[src/hdl/sctu_pkg.sv]
// Shared types and constants for the shell command tokenizer.
// Holds the input and result word layouts, token kinds and character codes.
// No dependencies.
package sctu_pkg;

	localparam int LINE_SIZE_DEF   = 1024;
	localparam int QUEUE_DEPTH_DEF = 4;

	localparam int KIND_W = 3;
	localparam int TOFF_W = 10;
	localparam int TLEN_W = 11;
	localparam int TOFF_MAX = 1023;
	localparam int TLEN_MAX = 1024;

	localparam logic [KIND_W-1:0] KIND_CMD     = 3'd0;
	localparam logic [KIND_W-1:0] KIND_ARG     = 3'd1;
	localparam logic [KIND_W-1:0] KIND_INPUT   = 3'd2;
	localparam logic [KIND_W-1:0] KIND_HEREDOC = 3'd3;
	localparam logic [KIND_W-1:0] KIND_TRUNC   = 3'd4;
	localparam logic [KIND_W-1:0] KIND_APPEND  = 3'd5;
	localparam logic [KIND_W-1:0] KIND_PIPE    = 3'd6;

	localparam logic [7:0] CH_LT     = 8'h3C;
	localparam logic [7:0] CH_GT     = 8'h3E;
	localparam logic [7:0] CH_BAR    = 8'h7C;
	localparam logic [7:0] CH_SQUOTE = 8'h27;
	localparam logic [7:0] CH_DQUOTE = 8'h22;
	localparam logic [7:0] CH_SPACE  = 8'h20;
	localparam logic [7:0] CH_TAB    = 8'h09;
	localparam logic [7:0] CH_CR     = 8'h0D;

	localparam logic [1:0] QUOTE_NONE   = 2'd0;
	localparam logic [1:0] QUOTE_SINGLE = 2'd1;
	localparam logic [1:0] QUOTE_DOUBLE = 2'd2;

	localparam logic [1:0] REDIR_NONE = 2'd0;
	localparam logic [1:0] REDIR_LT   = 2'd1;
	localparam logic [1:0] REDIR_GT   = 2'd2;

	typedef struct packed {
		logic [7:0] char_code;
		logic       line_end;
	} char_word_t;

	typedef struct packed {
		logic [KIND_W-1:0] token_kind;
		logic [TOFF_W-1:0] token_offset;
		logic [TLEN_W-1:0] token_length;
		logic              run_last;
		logic              line_done;
	} token_word_t;

	// Everything one character produces: one or two tokens.
	typedef struct packed {
		logic        two;
		token_word_t first;
		token_word_t second;
	} token_pair_t;

endpackage

[src/hdl/sctu_front.sv]
// Front part of the tokenizer: takes one character per accepted word, keeps
// the line state and forms the tokens that the character completes.
// Depends on sctu_pkg.
module sctu_front #(
	parameter int LINE_SIZE = sctu_pkg::LINE_SIZE_DEF
) (
	input  logic                 clk,
	input  logic                 arst_n,
	input  logic                 accept,
	input  sctu_pkg::char_word_t item,
	output logic                 pair_valid,
	output sctu_pkg::token_pair_t pair
);

	localparam int POS_W = $clog2(LINE_SIZE + 1);
	localparam int OFF_W = $clog2(LINE_SIZE);

	logic [POS_W-1:0] pos_q;
	logic             in_word_q;
	logic [1:0]       quote_q;
	logic [OFF_W-1:0] start_q;
	logic [1:0]       redir_q;
	logic             cmd_q;

	logic [POS_W-1:0] pos_d;
	logic             in_word_d;
	logic [1:0]       quote_d;
	logic [OFF_W-1:0] start_d;
	logic [1:0]       redir_d;
	logic             cmd_d;

	sctu_pkg::token_word_t r0, r1, tok;
	logic [1:0]       cnt;
	logic [OFF_W-1:0] off;
	logic [POS_W-1:0] len_w;
	logic             used, is_op, is_blank;
	logic [7:0]       c;

	// Clamp offset and length into the fixed result field ranges.
	function automatic sctu_pkg::token_word_t mk_tok(input logic [2:0] kind,
			input logic [OFF_W-1:0] o, input logic [POS_W-1:0] l);
		sctu_pkg::token_word_t t;
		logic [31:0] o32, l32;
		o32 = 32'(o);
		l32 = 32'(l);
		if (o32 > 32'(sctu_pkg::TOFF_MAX)) o32 = 32'(sctu_pkg::TOFF_MAX);
		if (l32 < 32'd1) l32 = 32'd1;
		if (l32 > 32'(sctu_pkg::TLEN_MAX)) l32 = 32'(sctu_pkg::TLEN_MAX);
		t.token_kind   = kind;
		t.token_offset = o32[sctu_pkg::TOFF_W-1:0];
		t.token_length = l32[sctu_pkg::TLEN_W-1:0];
		t.run_last     = 1'b0;
		t.line_done    = 1'b0;
		return t;
	endfunction

	always_comb begin
		c         = item.char_code;
		pos_d     = pos_q;
		in_word_d = in_word_q;
		quote_d   = quote_q;
		start_d   = start_q;
		redir_d   = redir_q;
		cmd_d     = cmd_q;
		r0        = '0;
		r1        = '0;
		tok       = '0;
		cnt       = 2'd0;
		used      = 1'b0;
		len_w     = '0;
		off       = (pos_q < POS_W'(LINE_SIZE)) ? pos_q[OFF_W-1:0] : OFF_W'(LINE_SIZE - 1);
		is_op     = (c == sctu_pkg::CH_LT) || (c == sctu_pkg::CH_GT) || (c == sctu_pkg::CH_BAR);
		is_blank  = (c == sctu_pkg::CH_SPACE) || ((c >= sctu_pkg::CH_TAB) && (c <= sctu_pkg::CH_CR));

		// A waiting < or > is either doubled by this character or flushed alone.
		if (redir_q != sctu_pkg::REDIR_NONE) begin
			if ((redir_q == sctu_pkg::REDIR_LT && c == sctu_pkg::CH_LT) ||
					(redir_q == sctu_pkg::REDIR_GT && c == sctu_pkg::CH_GT)) begin
				tok = mk_tok((redir_q == sctu_pkg::REDIR_LT) ? sctu_pkg::KIND_HEREDOC :
					sctu_pkg::KIND_APPEND, start_q, POS_W'(2));
				used = 1'b1;
			end else begin
				tok = mk_tok((redir_q == sctu_pkg::REDIR_LT) ? sctu_pkg::KIND_INPUT :
					sctu_pkg::KIND_TRUNC, start_q, POS_W'(1));
			end
			r0      = tok;
			cnt     = 2'd1;
			redir_d = sctu_pkg::REDIR_NONE;
			cmd_d   = 1'b0;
		end

		if (!used) begin
			if (in_word_q && quote_q != sctu_pkg::QUOTE_NONE) begin
				if ((quote_q == sctu_pkg::QUOTE_SINGLE && c == sctu_pkg::CH_SQUOTE) ||
						(quote_q == sctu_pkg::QUOTE_DOUBLE && c == sctu_pkg::CH_DQUOTE))
					quote_d = sctu_pkg::QUOTE_NONE;
			end else if (in_word_q && !is_blank && !is_op) begin
				if (c == sctu_pkg::CH_SQUOTE) quote_d = sctu_pkg::QUOTE_SINGLE;
				else if (c == sctu_pkg::CH_DQUOTE) quote_d = sctu_pkg::QUOTE_DOUBLE;
			end else begin
				if (in_word_q) begin
					len_w = (pos_q > POS_W'(start_q)) ? pos_q - POS_W'(start_q) : POS_W'(1);
					tok = mk_tok(cmd_d ? sctu_pkg::KIND_CMD : sctu_pkg::KIND_ARG, start_q, len_w);
					if (cnt == 2'd0) r0 = tok; else r1 = tok;
					cnt       = cnt + 2'd1;
					cmd_d     = 1'b0;
					in_word_d = 1'b0;
					quote_d   = sctu_pkg::QUOTE_NONE;
				end
				if (c == sctu_pkg::CH_BAR) begin
					tok = mk_tok(sctu_pkg::KIND_PIPE, off, POS_W'(1));
					if (cnt == 2'd0) r0 = tok; else r1 = tok;
					cnt   = cnt + 2'd1;
					cmd_d = 1'b1;
				end else if (c == sctu_pkg::CH_LT || c == sctu_pkg::CH_GT) begin
					redir_d = (c == sctu_pkg::CH_LT) ? sctu_pkg::REDIR_LT : sctu_pkg::REDIR_GT;
					start_d = off;
				end else if (!is_blank) begin
					in_word_d = 1'b1;
					start_d   = off;
					quote_d   = (c == sctu_pkg::CH_SQUOTE) ? sctu_pkg::QUOTE_SINGLE :
						((c == sctu_pkg::CH_DQUOTE) ? sctu_pkg::QUOTE_DOUBLE : sctu_pkg::QUOTE_NONE);
				end
			end
		end

		pos_d = (pos_q < POS_W'(LINE_SIZE)) ? pos_q + POS_W'(1) : POS_W'(LINE_SIZE);

		// At the line end, close whatever is open and return to the reset state.
		if (item.line_end) begin
			if (in_word_d) begin
				len_w = (pos_d > POS_W'(start_d)) ? pos_d - POS_W'(start_d) : POS_W'(1);
				tok = mk_tok(cmd_d ? sctu_pkg::KIND_CMD : sctu_pkg::KIND_ARG, start_d, len_w);
				if (cnt == 2'd0) r0 = tok; else r1 = tok;
				cnt = cnt + 2'd1;
			end
			if (redir_d != sctu_pkg::REDIR_NONE) begin
				tok = mk_tok((redir_d == sctu_pkg::REDIR_LT) ? sctu_pkg::KIND_INPUT :
					sctu_pkg::KIND_TRUNC, start_d, POS_W'(1));
				if (cnt == 2'd0) r0 = tok; else r1 = tok;
				cnt = cnt + 2'd1;
			end
			pos_d     = '0;
			in_word_d = 1'b0;
			quote_d   = sctu_pkg::QUOTE_NONE;
			start_d   = '0;
			redir_d   = sctu_pkg::REDIR_NONE;
			cmd_d     = 1'b1;
		end

		if (cnt == 2'd1) begin
			r0.run_last  = 1'b1;
			r0.line_done = item.line_end;
		end else if (cnt == 2'd2) begin
			r1.run_last  = 1'b1;
			r1.line_done = item.line_end;
		end
	end

	assign pair_valid  = accept && (cnt != 2'd0);
	assign pair.two    = (cnt == 2'd2);
	assign pair.first  = r0;
	assign pair.second = r1;

	always_ff @(posedge clk or negedge arst_n) begin
		if (!arst_n) begin
			pos_q     <= '0;
			in_word_q <= 1'b0;
			quote_q   <= sctu_pkg::QUOTE_NONE;
			start_q   <= '0;
			redir_q   <= sctu_pkg::REDIR_NONE;
			cmd_q     <= 1'b1;
		end else if (accept) begin
			pos_q     <= pos_d;
			in_word_q <= in_word_d;
			quote_q   <= quote_d;
			start_q   <= start_d;
			redir_q   <= redir_d;
			cmd_q     <= cmd_d;
		end
	end

endmodule

[src/hdl/sctu_pair_queue.sv]
// Short queue of token pairs between the front and back parts.
// Depends on sctu_pkg.
module sctu_pair_queue #(
	parameter int DEPTH = sctu_pkg::QUEUE_DEPTH_DEF
) (
	input  logic                  clk,
	input  logic                  arst_n,
	input  logic                  wr_en,
	input  sctu_pkg::token_pair_t wr_data,
	input  logic                  rd_en,
	output sctu_pkg::token_pair_t rd_data,
	output logic                  full,
	output logic                  empty
);

	localparam int PTR_W = (DEPTH > 1) ? $clog2(DEPTH) : 1;
	localparam int CNT_W = $clog2(DEPTH + 1);

	sctu_pkg::token_pair_t mem_q [DEPTH];
	logic [PTR_W-1:0] wr_ptr_q, rd_ptr_q;
	logic [CNT_W-1:0] count_q;
	logic do_wr, do_rd;

	assign full    = (count_q == CNT_W'(DEPTH));
	assign empty   = (count_q == '0);
	assign do_wr   = wr_en && !full;
	assign do_rd   = rd_en && !empty;
	assign rd_data = mem_q[rd_ptr_q];

	always_ff @(posedge clk) begin
		if (do_wr) begin
			mem_q[wr_ptr_q] <= wr_data;
		end
	end

	always_ff @(posedge clk or negedge arst_n) begin
		if (!arst_n) begin
			wr_ptr_q <= '0;
			rd_ptr_q <= '0;
			count_q  <= '0;
		end else begin
			if (do_wr) begin
				wr_ptr_q <= (wr_ptr_q == PTR_W'(DEPTH - 1)) ? '0 : wr_ptr_q + PTR_W'(1);
			end
			if (do_rd) begin
				rd_ptr_q <= (rd_ptr_q == PTR_W'(DEPTH - 1)) ? '0 : rd_ptr_q + PTR_W'(1);
			end
			if (do_wr && !do_rd) begin
				count_q <= count_q + CNT_W'(1);
			end else if (do_rd && !do_wr) begin
				count_q <= count_q - CNT_W'(1);
			end
		end
	end

endmodule

[src/hdl/sctu_back.sv]
// Back part of the tokenizer: holds one token pair in an output register and
// hands its tokens out one word at a time. Depends on sctu_pkg.
module sctu_back (
	input  logic                  clk,
	input  logic                  arst_n,
	input  logic                  q_empty,
	input  sctu_pkg::token_pair_t q_data,
	output logic                  q_pop,
	input  logic                  pop,
	output logic                  empty,
	output sctu_pkg::token_word_t token
);

	sctu_pkg::token_pair_t pair_q;
	logic valid_q;
	logic sel_q;
	logic done;

	// The held pair is finished when its last token is taken.
	assign done  = valid_q && pop && (sel_q || !pair_q.two);
	assign q_pop = !q_empty && (!valid_q || done);
	assign empty = !valid_q;
	assign token = sel_q ? pair_q.second : pair_q.first;

	always_ff @(posedge clk) begin
		if (q_pop) begin
			pair_q <= q_data;
		end
	end

	always_ff @(posedge clk or negedge arst_n) begin
		if (!arst_n) begin
			valid_q <= 1'b0;
			sel_q   <= 1'b0;
		end else if (q_pop) begin
			valid_q <= 1'b1;
			sel_q   <= 1'b0;
		end else if (done) begin
			valid_q <= 1'b0;
			sel_q   <= 1'b0;
		end else if (valid_q && pop) begin
			sel_q <= 1'b1;
		end
	end

endmodule

[src/hdl/shell_command_tokenizer_unit.sv]
// Top level of the shell command tokenizer.
// Instantiates sctu_front, sctu_pair_queue and sctu_back; uses sctu_pkg.
//
// Usage: the input side is a queue port. Each word carries one character of a
// command line and a flag on the line's final character; it is taken at a
// rising edge with push high and full low. The result side is also a queue
// port: while empty is low the oldest token descriptor (kind, offset, length,
// run_last, line_done) sits on token, and pop takes it.
// The front keeps the line state and turns each character into zero, one or
// two tokens in the cycle it is accepted. Those land in a small pair queue,
// and the back part loads each pair into an output register, from which pop
// takes one token per cycle. A completed token is written into the pair queue
// and then moved into the output register, where it sits on token.
// One character is taken per cycle while full is low, the receiver pops every
// cycle and each produces at most one token; the output register hands out one
// token per pop, so characters that each close two tokens are paced by pops.
// When the receiver stalls, the queue fills (QUEUE_DEPTH pairs plus the
// output register) and full rises; nothing is dropped.
// Reset clears the line state to the start of a new line and empties the
// queue and the output register; it needs no clearing pass.
module shell_command_tokenizer_unit #(
	parameter int LINE_SIZE   = sctu_pkg::LINE_SIZE_DEF,
	parameter int QUEUE_DEPTH = sctu_pkg::QUEUE_DEPTH_DEF
) (
	input  logic                  clk,
	input  logic                  arst_n,
	input  logic                  push,
	output logic                  full,
	input  sctu_pkg::char_word_t  item,
	output logic                  empty,
	input  logic                  pop,
	output sctu_pkg::token_word_t token
);

	logic                  accept;
	logic                  pair_valid;
	sctu_pkg::token_pair_t pair;
	logic                  q_pop, q_empty;
	sctu_pkg::token_pair_t q_data;

	assign accept = push && !full;

	sctu_front #(
		.LINE_SIZE(LINE_SIZE)
	) u_front (
		.clk       (clk),
		.arst_n    (arst_n),
		.accept    (accept),
		.item      (item),
		.pair_valid(pair_valid),
		.pair      (pair)
	);

	sctu_pair_queue #(
		.DEPTH(QUEUE_DEPTH)
	) u_queue (
		.clk    (clk),
		.arst_n (arst_n),
		.wr_en  (pair_valid),
		.wr_data(pair),
		.rd_en  (q_pop),
		.rd_data(q_data),
		.full   (full),
		.empty  (q_empty)
	);

	sctu_back u_back (
		.clk    (clk),
		.arst_n (arst_n),
		.q_empty(q_empty),
		.q_data (q_data),
		.q_pop  (q_pop),
		.pop    (pop),
		.empty  (empty),
		.token  (token)
	);

endmodule
[config.mk]
export PLATFORM = sky130hd
export DESIGN_NAME = shell_command_tokenizer_unit
export DESIGN_NICKNAME = d
export VERILOG_FILES = /design/src/hdl/sctu_pkg.sv /design/src/hdl/sctu_front.sv /design/src/hdl/sctu_pair_queue.sv /design/src/hdl/sctu_back.sv /design/src/hdl/shell_command_tokenizer_unit.sv
export SDC_FILE = /design/constraint.sdc
export NUM_CORES = 1
export LEC_CHECK = 0
export BUFFER_PORTS_ARGS = -buffer_cell sky130_fd_sc_hd__buf_4
export CAP_MARGIN = 20
export CORE_AREA = 3 3 159 161
export CTS_CLUSTER_SIZE = 25
export DETAILED_ROUTE_END_ITERATION = 6
export DIE_AREA = 0 0 162 164
export GPL_ROUTABILITY_DRIVEN = 0
export GPL_TIMING_DRIVEN = 1
export PLACE_DENSITY = 0.78
export SYNTH_ARGS = -nofsm -noshare
export SYNTH_HDL_FRONTEND = slang
export SYNTH_HIERARCHICAL = 1
export SYNTH_SLANG_ARGS = --single-unit
[constraint.sdc]
create_clock -name clk -period 10.3 [get_ports clk]
set_clock_uncertainty 0.15 [all_clocks]
set_input_delay 0 -clock clk [delete_from_list [all_inputs] [get_ports clk]]
set_output_delay 0 -clock clk [all_outputs]
set_load 0.01 [all_outputs]
==> results of run 1 <==
[power by group]
group	total, mW	internal (mW)	switching [mW]
clock	0.962	0.541	0.421
sequential	1.81	1.68	0.133
combinational	1.70	0.732	0.967
[logic make-up after synthesis]
kind of cell	synth area share [%]
compound gates	9.18
xor+xnor	1.61
fa+ha+maj	3.16
buf+inv	3.13
flops	62.6
mux	12.2
simple gates	8.10
[state kept, by name, indices dropped and copies added (netlist names)]
register / flops
u_back/pair_q: 53
u_back/sel_q: 1
u_back/valid_q: 1
u_front/cmd_q: 1
u_front/in_word_q: 1
u_front/pos_q: 11
u_front/quote_q: 2
u_front/redir_q: 2
u_front/start_q: 10
u_queue/count_q: 3
u_queue/mem_q: 212
u_queue/rd_ptr_q: 2
u_queue/wr_ptr_q: 2
[worst min path at each step]
stage                               to  slack, ns
floorplan                 u_back/sel_q      -0.45
global route              u_back/sel_q       0.19
finish                    u_back/sel_q       0.17
global placement    u_queue/count_q[1]      -0.14
detailed placement      u_back/valid_q      -0.14
CTS                       u_back/sel_q       0.16
[placed cells by master (no fill, tap or decap), types with 5 or more instances in the layout]
cell | netlist | routed
edfxtp_1 | 265 | 265
nor2_1 | 64 | 63
mux4_2 | 53 | 53
nand2_1 | 52 | 52
buf_4 | 1 | 49
inv_1 | 45 | 45
o22ai_1 | 34 | 34
dfrtp_1 | 35 | 32
ha_1 | 31 | 31
clkbuf_16 | 0 | 29
o21ai_0 | 27 | 26
a21oi_1 | 25 | 24
mux2_4 | 21 | 21
xnor2_1 | 18 | 18
dlygate4sd3_1 | 0 | 16
nand3_1 | 16 | 16
nand2b_1 | 14 | 14
nor3_1 | 14 | 14
a31oi_1 | 14 | 14
mux2i_1 | 12 | 12
o21ai_1 | 10 | 11
clkinv_1 | 1 | 9
mux2_2 | 9 | 9
nor2b_1 | 9 | 9
o32ai_1 | 9 | 9
xor2_1 | 8 | 8
o22ai_2 | 8 | 8
clkbuf_1 | 22 | 6
clkinv_2 | 0 | 6
and3_1 | 6 | 6
nand4_1 | 6 | 6
a211oi_1 | 5 | 5
a21boi_0 | 5 | 5
[per-stage QoR]
step | area [um^2] | std cells | hold slack (ns) | setup WS (ns)
after detailed placement | 14700 | 1277 | -0.141 | 4.70
after CTS | 15700 | 1347 | 0.155 | 4.65
after global placement | 14700 | 1277 | -0.144 | 4.84
final | 15700 | 1347 | 0.168 | 4.55
after global routing | 15700 | 1347 | 0.188 | 4.20
after floorplan | 14200 | 946 | -0.446 | 4.54
[synth_stat cells, drive strengths merged (5+ instances only)]
library cell / n
a21boi: 5
a31oi: 14
dfrtp: 35
edfxtp: 265
and2: 5
nor2b: 11
and3: 6
o31ai: 6
nor2: 64
nor3: 14
o22ai: 42
xnor2: 18
ha: 31
o21ai: 37
inv: 45
buf: 20
nand4: 7
a211oi: 7
a21oi: 26
mux2: 30
mux2i: 12
nand2b: 14
o32ai: 9
nand3: 16
mux4: 53
clkbuf: 22
nand2: 53
xor2: 8
[layer usage]
metal	share of wire [%]	wire [um]	GRT usage [%]	up-vias
met3	7.6	2200	3.83	58
li1	-	-	-	3811
met5	0	0	0	-
met4	3.0	873	7.37	0
met2	49	14300	37.0	350
met1	40	11500	30.3	4199
[worst max-delay path, delay by kind of cell (launching register included)]
family                   cells  cell delay, ns
AND/OR/NAND/NOR              5            1.48
adder cells (fa/ha/maj)      2            0.60
AO/OA/AOI/OAI                8            2.57
flip-flops                   1            0.41
buffers and inverters        2            0.29
[layout make-up]
class | instances | area (um^2) | share of cell area (%)
Timing Repair Buffer | 66 | 548 | 3.48
Inverter | 46 | 173 | 1.10
Multi-Input combinational cell | 557 | 4890 | 31.0
Clock inverter | 18 | 116 | 0.739
Sequential cell | 301 | 8870 | 56.3
Clock buffer | 35 | 748 | 4.75
Tap cell | 324 | 405 | 2.57
==> impl_metrics.yaml, run 1 <==
global_route:
  overflow: 0
  grt.total_usage_pct: 22.3
  grt_pass1_vias: 8416
  grt_max_degree: 56
  antenna_found_initial: 0
  grt_pass1_wl_mm: 46.3
floorplan:
  ios: 41
  coreArea_um2: 24100
  start_util_pct: 58.7
  die-area_um2: 26600
  die_w_um: 162
  dieHeight_um: 164
  rows: 57
synth:
  syn-num-nets: 993
  synthTopCellsByArea: "edfxtp_1 56%, mux4_2 8.4%, dfrtp_1 6.2%"
  synth.cell_area_um2: 14200
  yosys_warnings: 6
  synth_flop_cell: "edfxtp_1"
  synthDistinctLibCells: 88
  ys_seq_elements: 301
  syn_area_per_cell_um2: 15.0
  synth.largest_area_cell: "edfxtp_1"
  synth_edf_count: 265
  async_reset_ff_share_pct: 12.0
  netlist_instances: 946
  synth_top_area_share_pct: 56.2
  ys_seq_area_share_pct: 62.6
critical_path:
  rr_startpoint: "u_front/redir_q[1]"
  critPathSlowestCell: "a2111oi_4"
  cpMostUsedCell: "nand2b_1"
  path_max_fanout: 20
  rrSetupSlack_ns: 4.55
  startpoint: "u_front/redir_q[1]"
  worstPathRequired_ns: 10.45
  worst_r2r_endpoint: "u_queue/mem_q[2][33]"
  cp-end-kind: "flop"
  cp.arrival_ns: 5.89
  reg2regPathDepth: 17
  startpoint_type: "flop"
  crit_end: "u_queue/mem_q[2][33]"
  slowest_delay_ns: 0.74
  path_class: "reg2reg"
  crit_chain: "or3b_1 -> a2111oi_4 -> a21oi_2 -> nor3b_2 -> buf_4 -> o21ai_1 -> inv_1 -> ha_1 -> fa_1 -> nand2b_1 -> a21o_1 -> a311oi_1 -> a21boi_0 -> and4_1 -> a31oi_1 -> nand2b_1 -> o22ai_1"
pwr:
  p_per_area_nw_per_um2: 284
  totalPowerFinal_mw: 4.47
  leakagePower_nw: 5.62
  ir_drop_uv: 248
timing:
  hold_viol: 0
  setup_viol: 0
  fmax_mhz: 174
  period_share_pct: 55.8
  slew_viol_final: 0
  worst_pin_slew_ns: 1.06
  min_period_ns: 5.75
  rsz0062_at_grt: "no"
  maxSlewHeadroom_pct: 28.7
  timing.setup.tns_ns: 0
cts:
  cts_resized: 0
  clk_latency_ns: 0.53
  tritoncts: "built"
  ctsHoldBuffers: 17
  cts_max_path_buffers: 3
  post-cts-setup-buffer-count: 0
  cts_buffers: 29
  clk_pin_slew_worst_paths_ns: 0.06
  htreeDepth: 1
  cts-root-buf: "clkbuf_16"
  cts_sinks: 301
routing:
  first_pass_iters: 6
  routedWlPerCell_um: 21.5
  drt_iter0_markers: 723
  wl_mm: 28.9
  antenna_left: 0
  vias: 8418
  viasPerCell: 6.25
  drc: 0
cells_and_area:
  area_growth_pct: 11.2
  antenna_cells: 0
  fillerInstances: 1712
  utilization_pct: 65.3
  nNetsFinal: 1048
  final_layout_size_suffix_gt1_share_pct: 20.8
flow_run:
  maxCapViolations: 0
hold_path:
  hold_path_startpoint: "pop"
  holdPathStages: 4
  hp-class: "in2reg"
run_status:
  outcome: "complete, no violations"
placement:
  port_buffers: 40
  dpl.hpwl_mm: 18.2
Note: power is estimated with default switching activity, not from simulation.
==> run 2: changes to the inputs <==
==> constraint.sdc (replaced) <==
create_clock -name clk -period 6 [get_ports clk]
set_clock_uncertainty 0.15 [all_clocks]
set_input_delay 0 -clock clk [delete_from_list [all_inputs] [get_ports clk]]
set_output_delay 0 -clock clk [all_outputs]
set_load 0.01 [all_outputs]
==> run 2 against run 1 <==
  * Via count increased by 1.0%
  * Routed wire length increased by 2.5%
  * Sequential power increased by 77%
  * Total power increased by 72%
  * Setup slack got worse by 4.3 ns
  * Critical path depth increased by 4
  * Die area unchanged
  * Final area increased by 0.32%
  * Hold slack got worse by 0.0088 ns
  * Largest power group unchanged
==> impl_metrics.yaml, run 2 (synthesis results as in run 1) <==
pwr:
  seq_power_share_pct: 41.8
  totalPowerFinal_mw: 7.67
  leakagePower_nw: 5.65
  p_comb_share_pct: 36.7
  switching_power_mw: 2.61
  swShare_pct: 34.0
  p_clk_share_pct: 21.5
  p_int_mw: 5.06
  ir_drop_uv: 423
  p_per_area_nw_per_um2: 486
timing:
  maxSlewHeadroom_pct: 23.8
  hold_viol: 0
  rsz0062_at_grt: "no"
  timing.setup.tns_ns: 0
  worst_pin_slew_ns: 1.13
  period_share_pct: 95.4
  setup_viol: 0
  min_period_ns: 5.72
  fmax_mhz: 175
  slew_viol_final: 0
routing:
  viasPerCell: 6.28
  vias: 8502
  wl_mm: 29.6
  drt_iter0_markers: 927
  antenna_left: 0
  drc: 0
  first_pass_iters: 5
  routedWlPerCell_um: 21.9
global_route:
  grt_pass1_wl_mm: 46.8
  grt_max_degree: 55
  grt_pass1_vias: 8407
  antenna_found_initial: 0
  grt.total_usage_pct: 22.6
  overflow: 0
cells_and_area:
  area_growth_pct: 11.6
  top_regs: "u_queue/mem_q: 212 flops, u_back/pair_q: 53 flops, u_front/pos_q: 11 flops"
  most-common-layout-cells: "265 x edfxtp_1, 63 x nor2_1, 55 x buf_4"
  final_layout_size_suffix_gt1_share_pct: 21.4
  antenna_cells: 0
  fillerInstances: 1680
  largest_reg_flops: 212
  regMostFlops: "u_queue/mem_q"
  layout_commonest_cell: "edfxtp_1"
  nNetsFinal: 1055
cts:
  clk_latency_ns: 0.52
  clk_pin_slew_worst_paths_ns: 0.06
  htreeDepth: 1
  cts_max_path_buffers: 3
  cts_sinks: 301
  cts-root-buf: "clkbuf_16"
  tritoncts: "built"
  cts_buffers: 29
placement:
  port_buffers: 40
  dpl.hpwl_mm: 18.9
flow_run:
  maxCapViolations: 0
floorplan:
  ios: 41
  start_util_pct: 58.7
  dieHeight_um: 164
  coreArea_um2: 24100
  die-area_um2: 26600
  rows: 57
  die_w_um: 162
critical_path:
  worst_r2r_endpoint: "u_queue/mem_q[0][8]"
  worstPathRequired_ns: 6.14
  path_max_fanout: 20
  rr_startpoint: "u_front/redir_q[1]"
  startpoint_type: "input pin"
  critPathSlowestCell: "dlygate4sd3_1"
  slowest_delay_ns: 0.53
  cp-end-kind: "flop"
  path_class: "in2reg"
  rrSetupSlack_ns: 0.42
  cp.arrival_ns: 5.86
  crit_chain: "dlygate4sd3_1 -> buf_4 -> or4b_4 -> a211oi_2 -> o311ai_0 -> a21oi_2 -> nor3b_2 -> buf_4 -> nand2_1 -> o21ai_1 -> inv_1 -> ha_1 -> fa_1 -> nand2b_1 -> a21o_1 -> a311oi_1 -> a21boi_0 -> and4_1 -> a31oi_1 -> nand2b_1 -> o22ai_1"
  reg2regPathDepth: 18
hold_path:
  hold_path_startpoint: "pop"
  holdPathStages: 4
  holdPathEnd: "u_back/sel_q"
  hp-class: "in2reg"
run_status:
  outcome: "complete, no violations"
## run 2: changes by cell type in the layout (fill, tap and decap cells not counted), sizes merged
| cell | delta |
|---|---|
| clkinv | -2 |
| inv | +1 |
| buf | +6 |
| clkdlybuf4s18 | +1 |
| clkinvlp | +1 |
## run 2: critical path, delay by kind of cell
kind                     cells  cell delay (ns)
AO/OA/AOI/OAI                9             2.52
AND/OR/NAND/NOR              6             1.68
buffers and inverters        4             1.04
adder cells (fa/ha/maj)      2             0.61
## run 2: metal layers
layer	wire [um]	track usage (%)	up-vias
li1	-	-	3827
met1	11800	31.6	4209
met2	14400	36.6	395
met5	0	0	-
met4	889	7.44	0
met3	2570	4.16	71
## run 2: what timing repair did
action	CTS	global route
buffers inserted	0	0
gates resized for setup	0	0
hold buffers	17	0
endpoints found under the hold margin	84	0
## run 2: worst max path at each step
stage | startpoint | endpoint | slack [ns] | depth (start not counted)
6_report | item[2] | u_queue/mem_q[0][8] | 0.28 | 21
2_1_floorplan | u_front/redir_q[1] | u_queue/mem_q[3][0] | 0.24 | 13
3_3_place_gp | item[2] | u_queue/mem_q[0][8] | 0.59 | 20
3_5_place_dp | item[2] | u_queue/mem_q[0][8] | 0.43 | 20
5_1_grt | item[2] | u_queue/mem_q[1][8] | 0.03 | 21
4_1_cts | item[2] | u_queue/mem_q[1][8] | 0.39 | 21
## run 2: cell type report
| class | instances | area [um^2] | area share, % |
|---|---|---|---|
| Tap cell | 324 | 405 | 2.57 |
| Timing Repair Buffer | 73 | 603 | 3.82 |
| Clock buffer | 35 | 748 | 4.74 |
| Sequential cell | 301 | 8870 | 56.1 |
| Multi-Input combinational cell | 557 | 4880 | 30.9 |
| Clock inverter | 18 | 115 | 0.729 |
| Inverter | 46 | 173 | 1.09 |
## run 2: power groups by stage
stage / combinational [mW] / sequential [mW] / clock, mW
floorplan: 2.16 / 3.05 / 0
global placement: 2.75 / 3.22 / 0
detailed placement: 2.78 / 3.25 / 0
CTS: 2.81 / 3.21 / 1.68
global route: 3.05 / 3.27 / 1.77
finish: 2.82 / 3.20 / 1.65
## run 2: metrics by stage
stage	instances	util (%)	hold slack (ns)	setup slack (ns)	area (um^2)
3_5_place_dp	1284	61.2	-0.141	0.430	14800
2_1_floorplan	946	-	-0.446	0.245	14200
5_1_grt	1354	65.5	0.188	0.0286	15800
3_3_place_gp	1283	61.1	-0.146	0.590	14700
4_1_cts	1354	65.5	0.148	0.391	15800
6_report	1354	65.5	0.160	0.279	15800
==> run 3: changes to the inputs <==
--- a/config.mk
+++ b/config.mk
@@ -8,6 +8,7 @@
 export BUFFER_PORTS_ARGS = -buffer_cell sky130_fd_sc_hd__buf_4
 export CAP_MARGIN = 20
 export CORE_AREA = 3 3 159 161
+export CTS_BUF_LIST = sky130_fd_sc_hd__clkbuf_2
 export CTS_CLUSTER_SIZE = 25
 export DETAILED_ROUTE_END_ITERATION = 6
 export DIE_AREA = 0 0 162 164
==> constraint.sdc (replaced) <==
create_clock -name clk -period 6 [get_ports clk]
set_clock_uncertainty 0.15 [all_clocks]
set_input_delay 0.6 -clock clk [delete_from_list [all_inputs] [get_ports clk]]
set_output_delay 0.6 -clock clk [all_outputs]
set_load 0.01 [all_outputs]
==> run 3 against run 2 <==
  * Total power fell by 2.9%
  * Via count rose by 2.8%
  * Critical path depth fell by 2
  * Sequential power barely moved
  * Flip-flop and latch count did not move
  * Count of clock-buffer cells in the layout rose by 73
  * Maximum frequency fell by 1.1%
  * Register-to-register slack improved by 0.35 ns
==> impl_metrics.yaml, run 3 (synthesis results as in run 1) <==
run_status:
  outcome: "complete, no violations"
hold_path:
  hp-class: "in2async"
routing:
  antenna_left: 0
  vias: 8738
  wl_mm: 29.7
  drc: 0
  routedWlPerCell_um: 20.7
  first_pass_iters: 7
  drt_iter0_markers: 934
  viasPerCell: 6.11
global_route:
  grt_pass1_vias: 8910
  overflow: 0
  grt_pass1_wl_mm: 47.6
  antenna_found_initial: 2
  grt.total_usage_pct: 23.3
  grt_max_degree: 55
timing:
  min_period_ns: 5.78
  fmax_mhz: 173
  worst_pin_slew_ns: 1.02
  hold_viol: 0
  rsz0062_at_grt: "no"
  slew_viol_final: 0
  period_share_pct: 96.4
  whs_ns: 0.0882
  maxSlewHeadroom_pct: 32.3
  timing.setup.tns_ns: 0
  setup_viol: 0
cts:
  cts-root-buf: "clkbuf_2"
  cts_buffers: 73
  cts_resized: 0
  htreeDepth: 3
  clk_pin_slew_worst_paths_ns: 0.09
  tritoncts: "built"
  cts_max_path_buffers: 3
  clk_latency_ns: 0.86
  cts_sinks: 301
pwr:
  seq_power_share_pct: 42.8
  p_comb_share_pct: 39.2
  p_clk_share_pct: 18.0
  ir_drop_uv: 344
  switching_power_mw: 2.69
  p_int_mw: 4.76
  p_per_area_nw_per_um2: 477
  leakagePower_nw: 5.75
  swShare_pct: 36.1
critical_path:
  path_class: "in2reg"
  cp-end-kind: "flop"
  path_max_fanout: 16
  startpoint_type: "input pin"
  worstPathRequired_ns: 6.37
  cp.arrival_ns: 6.16
cells_and_area:
  regMostFlops: "u_queue/mem_q"
  area_growth_pct: 10.4
  top_regs: "u_queue/mem_q: 212 flops, u_back/pair_q: 53 flops, u_front/pos_q: 11 flops"
  layout_commonest_cell: "edfxtp_1"
  final_layout_size_suffix_gt1_share_pct: 27.6
  nNetsFinal: 1099
  largest_reg_flops: 212
  most-common-layout-cells: "265 x edfxtp_1, 108 x clkbuf_2, 63 x buf_4, 63 x nor2_1, 53 x mux4_2"
floorplan:
  ios: 41
  coreArea_um2: 24100
  dieHeight_um: 164
  die-area_um2: 26600
  die_w_um: 162
  start_util_pct: 58.7
  rows: 57
flow_run:
  maxCapViolations: 0
placement:
  port_buffers: 40
  dpl.hpwl_mm: 18.8
-- run 3: per-layer routing --
metal | vias up | part of all wire [%] | global-route usage (%)
li1 | 3960 | - | -
met1 | 4290 | 41 | 31.7
met2 | 424 | 48 | 37.0
met3 | 62 | 8.0 | 5.15
met4 | 2 | 2.7 | 9.27
met5 | - | 0.044 | 0
-- run 3: path summary, 6_finish.rpt --
| check | start | to | slack [ns] | depth (start not counted) |
|---|---|---|---|---|
| worst min-delay path | arst_n | u_front/redir_q[1] | 0.09 | 2 |
| min in group clk | item[0] | u_front/pos_q[0] | 0.09 | 4 |
| max in group asynchronous | arst_n | u_queue/rd_ptr_q[0] | 5.18 | 2 |
| worst max-delay path | item[2] | u_queue/mem_q[3][29] | 0.22 | 19 |
| worst min register to register | u_front/cmd_q | u_front/cmd_q | 0.38 | 2 |
| worst max register to register | u_front/redir_q[1] | u_queue/count_q[1] | 0.77 | 19 |
-- run 3: cell type report --
| cell class | instances | area (um^2) |
|---|---|---|
| Multi-Input combinational cell | 557 | 4880 |
| Sequential cell | 301 | 8870 |
| Timing Repair Buffer | 73 | 611 |
| Antenna cell | 1 | 2.50 |
| Clock inverter | 21 | 144 |
| Inverter | 46 | 173 |
| Fill cell | 1833 | 8480 |
| Tap cell | 324 | 405 |
| Clock buffer | 108 | 541 |
-- run 3: through the flow --
stage / total power [mW] / setup WS [ns] / utilization (%) / cell area, um^2 / cells
floorplan: 5.21 / 0.529 / - / 14200 / 946
global placement: 6.06 / 0.289 / 61.6 / 14800 / 1293
detailed placement: 6.13 / 0.136 / 61.6 / 14800 / 1293
CTS: 7.49 / 0.464 / 64.7 / 15600 / 1429
global route: 7.89 / 0.00886 / 64.8 / 15600 / 1431
finish: 7.45 / 0.216 / 64.8 / 15600 / 1431
-- run 3: repair_timing --
action / in CTS / in global routing
hold buffers: 7 / 0
buffers inserted: 0 / 0
hold endpoints to repair: 41 / 0
-- run 3: power by group through the flow --
stage / clock network (mW) / logic, mW / registers, mW
finish: 1.34 / 2.92 / 3.18
global route: 1.50 / 3.15 / 3.24
CTS: 1.39 / 2.91 / 3.19
detailed placement: 0 / 2.89 / 3.24
global placement: 0 / 2.85 / 3.21
floorplan: 0 / 2.16 / 3.04
-- run 3: worst max-delay path, cell delays in order --
cell	delay (ns)
dlygate4sd3_1	0.53
buf_4	0.17
or4b_4	0.52
a211oi_2	0.30
o311ai_0	0.23
a21oi_2	0.25
nor3b_2	0.47
buf_4	0.31
nand2_1	0.07
o21ai_1	0.14
ha_1	0.36
o21a_1	0.21
o31a_1	0.12
o21ai_0	0.52
o21ai_0	0.18
a21boi_0	0.36
nor3_1	0.15
nand2b_1	0.37
o221ai_1	0.26
